==> config.mk <==
export PLATFORM = sky130hd
export DESIGN_NAME = stack_arithmetic_unit_top
export DESIGN_NICKNAME = d
export VERILOG_FILES = /design/src/rtl/sau_pkg.sv /design/src/rtl/stack_arithmetic_unit_top.sv
export SDC_FILE = /design/constraint.sdc
export NUM_CORES = 2
export LEC_CHECK = 0
export BUFFER_PORTS_ARGS = -buffer_cell sky130_fd_sc_hd__buf_2
export CORE_ASPECT_RATIO = 0.8
export CORE_MARGIN = 4
export CORE_UTILIZATION = 65
export DETAILED_ROUTE_END_ITERATION = 8
export HOLD_SLACK_MARGIN = 0.06
export PLACE_DENSITY = 0.83
export SLEW_MARGIN = 20
export SYNTH_ARGS = -nofsm -noshare
export SYNTH_HDL_FRONTEND = slang
export SYNTH_SLANG_ARGS = --single-unit
==> constraint.sdc <==
create_clock -name clk -period 20.6 [get_ports clk]
set_input_delay 6.18 -clock clk [delete_from_list [all_inputs] [get_ports clk]]
set_output_delay 6.18 -clock clk [all_outputs]
set_load 0.01 [all_outputs]
==> src/rtl/sau_pkg.sv <==
// shared types and constants of the stack arithmetic unit
package sau_pkg;

  // default sizes
  localparam int unsigned STACK_DEPTH_DEF = 64;
  localparam int unsigned DATA_WIDTH_DEF  = 32;

  // fixed field widths
  localparam int unsigned ACTION_W = 3;
  localparam int unsigned STATUS_W = 2;

  // instruction codes
  typedef enum logic [ACTION_W-1:0] {
    ACT_PUSH = 3'd0,
    ACT_POP  = 3'd1,
    ACT_SWAP = 3'd2,
    ACT_ADD  = 3'd3,
    ACT_SUB  = 3'd4,
    ACT_MUL  = 3'd5
  } action_t;

  // result status codes
  typedef enum logic [STATUS_W-1:0] {
    ST_OK    = 2'd0,
    ST_SHORT = 2'd1,
    ST_FULL  = 2'd2
  } status_t;

endpackage

==> src/rtl/stack_arithmetic_unit_top.sv <==
// stack arithmetic unit: stack memory, top-of-stack register, iterative multiplier
// from accepted word to result in the output register: push, pop to empty, errors
// and unknown codes go there directly; pop, swap, add, sub pass S_READ (one memory
// read); mul passes S_READ, then four S_MUL steps of one half-width multiplier
// a new instruction is taken only in S_IDLE with the output register free or read;
// the single read port of the stack memory and the shared multiplier set this limit
// reset: synchronous active-low rst_n empties the stack; memory contents stay unset
module stack_arithmetic_unit_top #(
  parameter int unsigned STACK_DEPTH = sau_pkg::STACK_DEPTH_DEF,
  parameter int unsigned DATA_WIDTH  = sau_pkg::DATA_WIDTH_DEF,
  localparam int unsigned CW          = $clog2(STACK_DEPTH + 1),
  localparam int unsigned IN_TDATA_W  = ((DATA_WIDTH + 7) / 8) * 8,
  localparam int unsigned OUT_TDATA_W = ((DATA_WIDTH + CW + 7) / 8) * 8
) (
  input  logic                          clk,
  input  logic                          rst_n,
  // instruction channel
  input  logic                          in_tvalid,
  output logic                          in_tready,
  input  logic [IN_TDATA_W-1:0]         in_tdata,   // push_value
  input  logic [sau_pkg::ACTION_W-1:0]  in_tuser,   // action
  // result channel
  output logic                          out_tvalid,
  input  logic                          out_tready,
  output logic [OUT_TDATA_W-1:0]        out_tdata,  // top_value, stack_depth
  output logic [sau_pkg::STATUS_W-1:0]  out_tuser   // status
);

  localparam int unsigned AW = $clog2(STACK_DEPTH);
  localparam int unsigned H  = (DATA_WIDTH + 1) / 2;
  localparam int unsigned W2 = 2 * H;

  typedef enum logic [2:0] {
    S_IDLE = 3'b001,
    S_READ = 3'b010,
    S_MUL  = 3'b100
  } state_t;

  state_t                  state_r, state_nxt;
  logic [CW-1:0]           count_r, count_nxt;
  logic [DATA_WIDTH-1:0]   top_r, top_nxt;
  sau_pkg::action_t        op_r, op_nxt;
  logic [DATA_WIDTH-1:0]   a_r, a_nxt;
  logic [1:0]              step_r, step_nxt;
  logic [W2-1:0]           acc_r, acc_nxt;
  logic [W2-1:0]           prod_r, prod_nxt;
  logic [H-1:0]            mul_x, mul_y;
  logic [W2-1:0]           a_ext, b_ext, prod_sh;

  // stack memory below the top entry
  logic [DATA_WIDTH-1:0]   mem [STACK_DEPTH];
  logic [DATA_WIDTH-1:0]   rdata_r;
  logic                    mem_we;
  logic [AW-1:0]           mem_waddr, mem_raddr;
  logic [DATA_WIDTH-1:0]   mem_wdata;

  // output register
  logic                    out_valid_r;
  sau_pkg::status_t        out_status_r;
  logic [DATA_WIDTH-1:0]   out_top_r;
  logic [CW-1:0]           out_depth_r;

  logic                    in_acc;
  sau_pkg::action_t        in_act;
  logic                    done;
  sau_pkg::status_t        res_status;
  logic [CW-1:0]           cnt_m1, cnt_m2;

  assign in_tready = (state_r == S_IDLE) && (!out_valid_r || out_tready);
  assign in_acc    = in_tvalid && in_tready;
  assign in_act    = sau_pkg::action_t'(in_tuser);
  assign cnt_m1    = count_r - CW'(1);
  assign cnt_m2    = count_r - CW'(2);

  // multiplier operands per step: lo*lo, lo*hi, hi*lo
  assign a_ext   = W2'(a_r);
  assign b_ext   = W2'(top_r);
  assign prod_sh = {prod_r[H-1:0], {H{1'b0}}};

  always_comb begin
    case (step_r)
      2'd0: begin
        mul_x = a_ext[H-1:0];
        mul_y = b_ext[H-1:0];
      end
      2'd1: begin
        mul_x = a_ext[H-1:0];
        mul_y = b_ext[W2-1:H];
      end
      2'd2: begin
        mul_x = a_ext[W2-1:H];
        mul_y = b_ext[H-1:0];
      end
      default: begin
        mul_x = '0;
        mul_y = '0;
      end
    endcase
    prod_nxt = W2'(mul_x) * W2'(mul_y);
  end

  // instruction sequencer
  always_comb begin
    state_nxt  = state_r;
    count_nxt  = count_r;
    top_nxt    = top_r;
    op_nxt     = op_r;
    a_nxt      = a_r;
    step_nxt   = step_r;
    acc_nxt    = acc_r;
    mem_we     = 1'b0;
    mem_waddr  = cnt_m1[AW-1:0];
    mem_wdata  = top_r;
    mem_raddr  = cnt_m2[AW-1:0];
    done       = 1'b0;
    res_status = sau_pkg::ST_OK;
    case (state_r)
      S_IDLE: begin
        if (in_acc) begin
          op_nxt = in_act;
          case (in_act)
            sau_pkg::ACT_PUSH: begin
              done = 1'b1;
              if (count_r == CW'(STACK_DEPTH)) begin
                res_status = sau_pkg::ST_FULL;
              end else begin
                mem_we    = (count_r != '0);
                top_nxt   = in_tdata[DATA_WIDTH-1:0];
                count_nxt = count_r + CW'(1);
              end
            end
            sau_pkg::ACT_POP: begin
              if (count_r == '0) begin
                res_status = sau_pkg::ST_SHORT;
                done       = 1'b1;
              end else if (count_r == CW'(1)) begin
                count_nxt = '0;
                top_nxt   = '0;
                done      = 1'b1;
              end else begin
                state_nxt = S_READ;
              end
            end
            sau_pkg::ACT_SWAP, sau_pkg::ACT_ADD, sau_pkg::ACT_SUB, sau_pkg::ACT_MUL: begin
              if (count_r < CW'(2)) begin
                res_status = sau_pkg::ST_SHORT;
                done       = 1'b1;
              end else begin
                state_nxt = S_READ;
              end
            end
            default: begin
              done = 1'b1;
            end
          endcase
        end
      end
      S_READ: begin
        state_nxt = S_IDLE;
        done      = 1'b1;
        case (op_r)
          sau_pkg::ACT_POP: begin
            top_nxt   = rdata_r;
            count_nxt = cnt_m1;
          end
          sau_pkg::ACT_SWAP: begin
            mem_we    = 1'b1;
            mem_waddr = cnt_m2[AW-1:0];
            top_nxt   = rdata_r;
          end
          sau_pkg::ACT_ADD: begin
            top_nxt   = rdata_r + top_r;
            count_nxt = cnt_m1;
          end
          sau_pkg::ACT_SUB: begin
            top_nxt   = rdata_r - top_r;
            count_nxt = cnt_m1;
          end
          sau_pkg::ACT_MUL: begin
            a_nxt     = rdata_r;
            step_nxt  = 2'd0;
            done      = 1'b0;
            state_nxt = S_MUL;
          end
          default: begin
          end
        endcase
      end
      S_MUL: begin
        step_nxt = step_r + 2'd1;
        case (step_r)
          2'd0: acc_nxt = '0;
          2'd1: acc_nxt = prod_r;
          2'd2: acc_nxt = acc_r + prod_sh;
          default: begin
            acc_nxt   = acc_r + prod_sh;
            top_nxt   = acc_nxt[DATA_WIDTH-1:0];
            count_nxt = cnt_m1;
            done      = 1'b1;
            state_nxt = S_IDLE;
          end
        endcase
      end
      default: begin
        state_nxt = S_IDLE;
      end
    endcase
  end

  // control registers
  always_ff @(posedge clk) begin
    if (!rst_n) begin
      state_r     <= S_IDLE;
      count_r     <= '0;
      step_r      <= 2'd0;
      out_valid_r <= 1'b0;
    end else begin
      state_r <= state_nxt;
      count_r <= count_nxt;
      step_r  <= step_nxt;
      if (done) begin
        out_valid_r <= 1'b1;
      end else if (out_tready) begin
        out_valid_r <= 1'b0;
      end
    end
  end

  // datapath registers
  always_ff @(posedge clk) begin
    top_r  <= top_nxt;
    op_r   <= op_nxt;
    a_r    <= a_nxt;
    acc_r  <= acc_nxt;
    prod_r <= prod_nxt;
    if (done) begin
      out_status_r <= res_status;
      out_top_r    <= (count_nxt == '0) ? '0 : top_nxt;
      out_depth_r  <= count_nxt;
    end
  end

  // stack memory, one write and one registered read per cycle
  always_ff @(posedge clk) begin
    if (mem_we) begin
      mem[mem_waddr] <= mem_wdata;
    end
    rdata_r <= mem[mem_raddr];
  end

  assign out_tvalid = out_valid_r;
  assign out_tdata  = OUT_TDATA_W'({out_depth_r, out_top_r});
  assign out_tuser  = out_status_r;

endmodule

==> results.py <==
metrics = {
    "sta": {
        "rsz0062_at_grt": "false",
        "fin_crit_ps": 13050,
        "fin_setup_tns_ps": 0,
        "hold_violations": 0,
        "slew_headroom_pct": 10.5,
        "min_period_over_period_pct": 63.3,
        "worst_slew_pin_slew_ps": 1340,
        "finalSetupViolCount": 0,
        "slew_violations": 0,
        "fmax_mhz": 76.6,
        "skew_ps": 80.0,
    },
    "floorplanning": {
        "fp.dieArea_mm2": 0.157,
        "coreArea_mm2": 0.150,
        "fp-row-count": 127,
        "initial_utilization_pct": 65.4,
        "die_width_um": 442,
        "die_h_um": 355,
        "num_io_pins": 83,
    },
    "cts": {
        "h-tree-depth": 4,
        "ctsResizeCount": 0,
        "clk_latency_ps": 880,
        "cts_hold_buf": 0,
        "numCtsBuffers": 198,
        "clockRootBuffer": "clkbuf_16",
        "cts_tree": "done",
        "clock-sinks": 2265,
        "clk_pin_slew_ps": 60,
        "cts_buffer_depth": 3,
        "post_cts_buffers": 0,
    },
    "routing": {
        "wl_um": 307000,
        "viasPerCell": 7.44,
        "wl_met2_um": 141000,
        "wl_met1_um": 97100,
        "first_pass_iters": 9,
        "route.met3.wl_um": 47600,
        "drc": 29,
        "top_layer": "met5",
        "initialDrtViolationCount": 11400,
        "ant_nets": 0,
        "avgRoutedWirePerCell_um": 40.5,
        "num_vias": 56300,
    },
    "power": {
        "power.internal_uw": 8510,
        "leakagePower_uw": 0.0359,
        "switching_share_pct": 31.7,
        "ir_worst_vdd_uv": 517,
        "clkPwrFrac_pct": 31.3,
        "p_comb_share_pct": 25.4,
        "p_sw_uw": 3940,
        "seq_power_share_pct": 43.3,
        "power_density_mw_per_mm2": 115,
    },
    "critical_path": {
        "critPathKind": "primary input to output pin",
        "cpMostUsedCell": "buf_2",
        "cp_slowest_cell": "nor2b_1",
        "path_cells": "buf_2, nor2b_1, nor2_1, buf_2",
        "cp.required_ps": 14420,
        "cpPeakStageDelay_ps": 310,
        "critPathBufInv": 2,
        "setup.worst_path.start_class": "primary input",
        "crit_arrival_ps": 6870,
        "crit_fanout": 4,
        "critPathCaptureType": "output pin",
        "critPathTopFamily": "simple AND/OR/NAND/NOR gates",
    },
    "synth": {
        "synth_nets": 5610,
        "syn_area_mm2": 0.0979,
        "synth_edf_count": 2156,
        "ys_types": 94,
        "ys.flop_type": "edfxtp_1",
        "synthArstFlopShare_pct": 0,
        "ys_warn_count": 0,
        "ys_ff_latch": 2265,
        "syn_avg_cell_area_um2": 18.8,
        "yosysSeqAreaShare_pct": 68.3,
        "synth_cells": 5212,
    },
    "global_routing": {
        "grt_pass1_wl_um": 426000,
        "antenna_found_initial": 24,
        "grt_pass1_vias": 55400,
        "grt_max_degree": 106,
        "grt_usage_pct": 38.8,
        "grt-ovfl-total": 0,
    },
    "place": {
        "dpl.hpwl_um": 166000,
        "port_buffers": 81,
        "routabilityCongestion": 0.961,
    },
    "outcome": {
        "status": "finished with violations",
        "violations": "DRC",
    },
    "final_layout": {
        "layout_commonest_cell": "edfxtp_1",
        "finish.net_count": 5784,
        "finalCoreUtilization_pct": 72.5,
        "layout_common_cells": "edfxtp_1 (2156), mux4_2 (662), inv_1 (276), nand2_1 (249), nor2_1 (211)",
        "area_growth_pct": 10.9,
        "drive_gt1_share_pct": 24.4,
    },
    "flow_run": {
        "maxCapViolations": 0,
    },
    "worst_hold_path": {
        "hold_class": "flop to flop",
    },
}
-- layout make-up --
cell class / count / area, µm²
diodes: 11 / 27.5
inverters: 279 / 1050
well taps: 1999 / 2500
multi-input cells: 2406 / 29500
flip-flops and latches: 2265 / 67000
fillers: 8167 / 41200
clock buffers: 259 / 5260
clock inverters: 114 / 1340
repair buffers: 236 / 1940
-- power groups by stage --
stage	Clock [µW]	Sequential, µW	Combinational [µW]
final	3900	5390	3160
after global routing	4120	5390	3460
after CTS	3880	5380	3100
after detailed placement	0	5480	3060
after global placement	0	5480	2990
after floorplan	0	5600	1870
-- path summary, 6_finish.rpt --
| check | depth (start not counted) | startpoint | to | slack [ps] |
|---|---|---|---|---|
| setup / recovery | 4 | out_tready | in_tready | 7550 |
| hold / removal | 2 | prod_r[31] | acc_r[31] | 520 |
| setup reg to reg | 24 | b_ext[7] | prod_r[29] | 12720 |
| hold reg to reg | 2 | prod_r[31] | acc_r[31] | 520 |
-- cells by family after synthesis --
group | after synthesis | synth area share, %
AO/OA/AOI/OAI | 500 | 3.53
AND/OR/NAND/NOR | 769 | 3.64
adder cells (fa/ha/maj) | 359 | 6.09
other | 1 | 0.00383
XOR/XNOR | 101 | 0.903
buffers and inverters | 541 | 2.12
multiplexers | 676 | 15.4
flip-flops | 2265 | 68.3
-- synth_stat cells, drive strengths merged, types with 35 or more instances --
cell,n,area share (%)
nand2,250,0.97
a22o,35,0.31
nor2,276,1.1
mux4,662,15
inv,277,1.1
edfxtp,2156,66
dfxtp,109,2.2
o21ai,80,0.41
xnor2,67,0.60
ha,163,2.1
a21oi,112,0.57
buf,93,0.40
clkbuf,169,0.65
and2,54,0.39
nand3,38,0.19
fa,196,4.0
a22oi,48,0.37
-- metal layers --
layer	global-route usage (%)	vias up
met5	0	-
met4	19.5	20
met3	13.2	1139
met2	58.6	5623
met1	51.5	28400
li1	-	21100
-- per-stage QoR --
stage	hold slack [ps]	setup WS (ps)	cells	area [µm²]	power, µW
6_report	521	7550	7569	109000	12400
5_1_grt	550	7530	7558	109000	13000
4_1_cts	517	7580	7551	108000	12400
3_5_place_dp	502	7620	7178	102000	8540
3_3_place_gp	500	7610	7166	102000	8470
2_1_floorplan	430	7920	5212	97900	7470
-- worst min-delay path: stages, from the launching register on --
cell	delay [ps]
dfxtp_1	310
nand2_1	50
nand3_1	60
-- sequential cells by signal, summed over array words and instances, names as in the netlist --
signal and cells:
rdata_r 32, a_ext 32, acc_r 32, step_r 2, out_tuser 2, mem 2048
prod_r 32, op_r 3, out_depth_r 7, out_top_r 32, count_r 7, state_r 3
out_tvalid 1, b_ext 32
No activity file was read; power rests on OpenSTA's default activity.
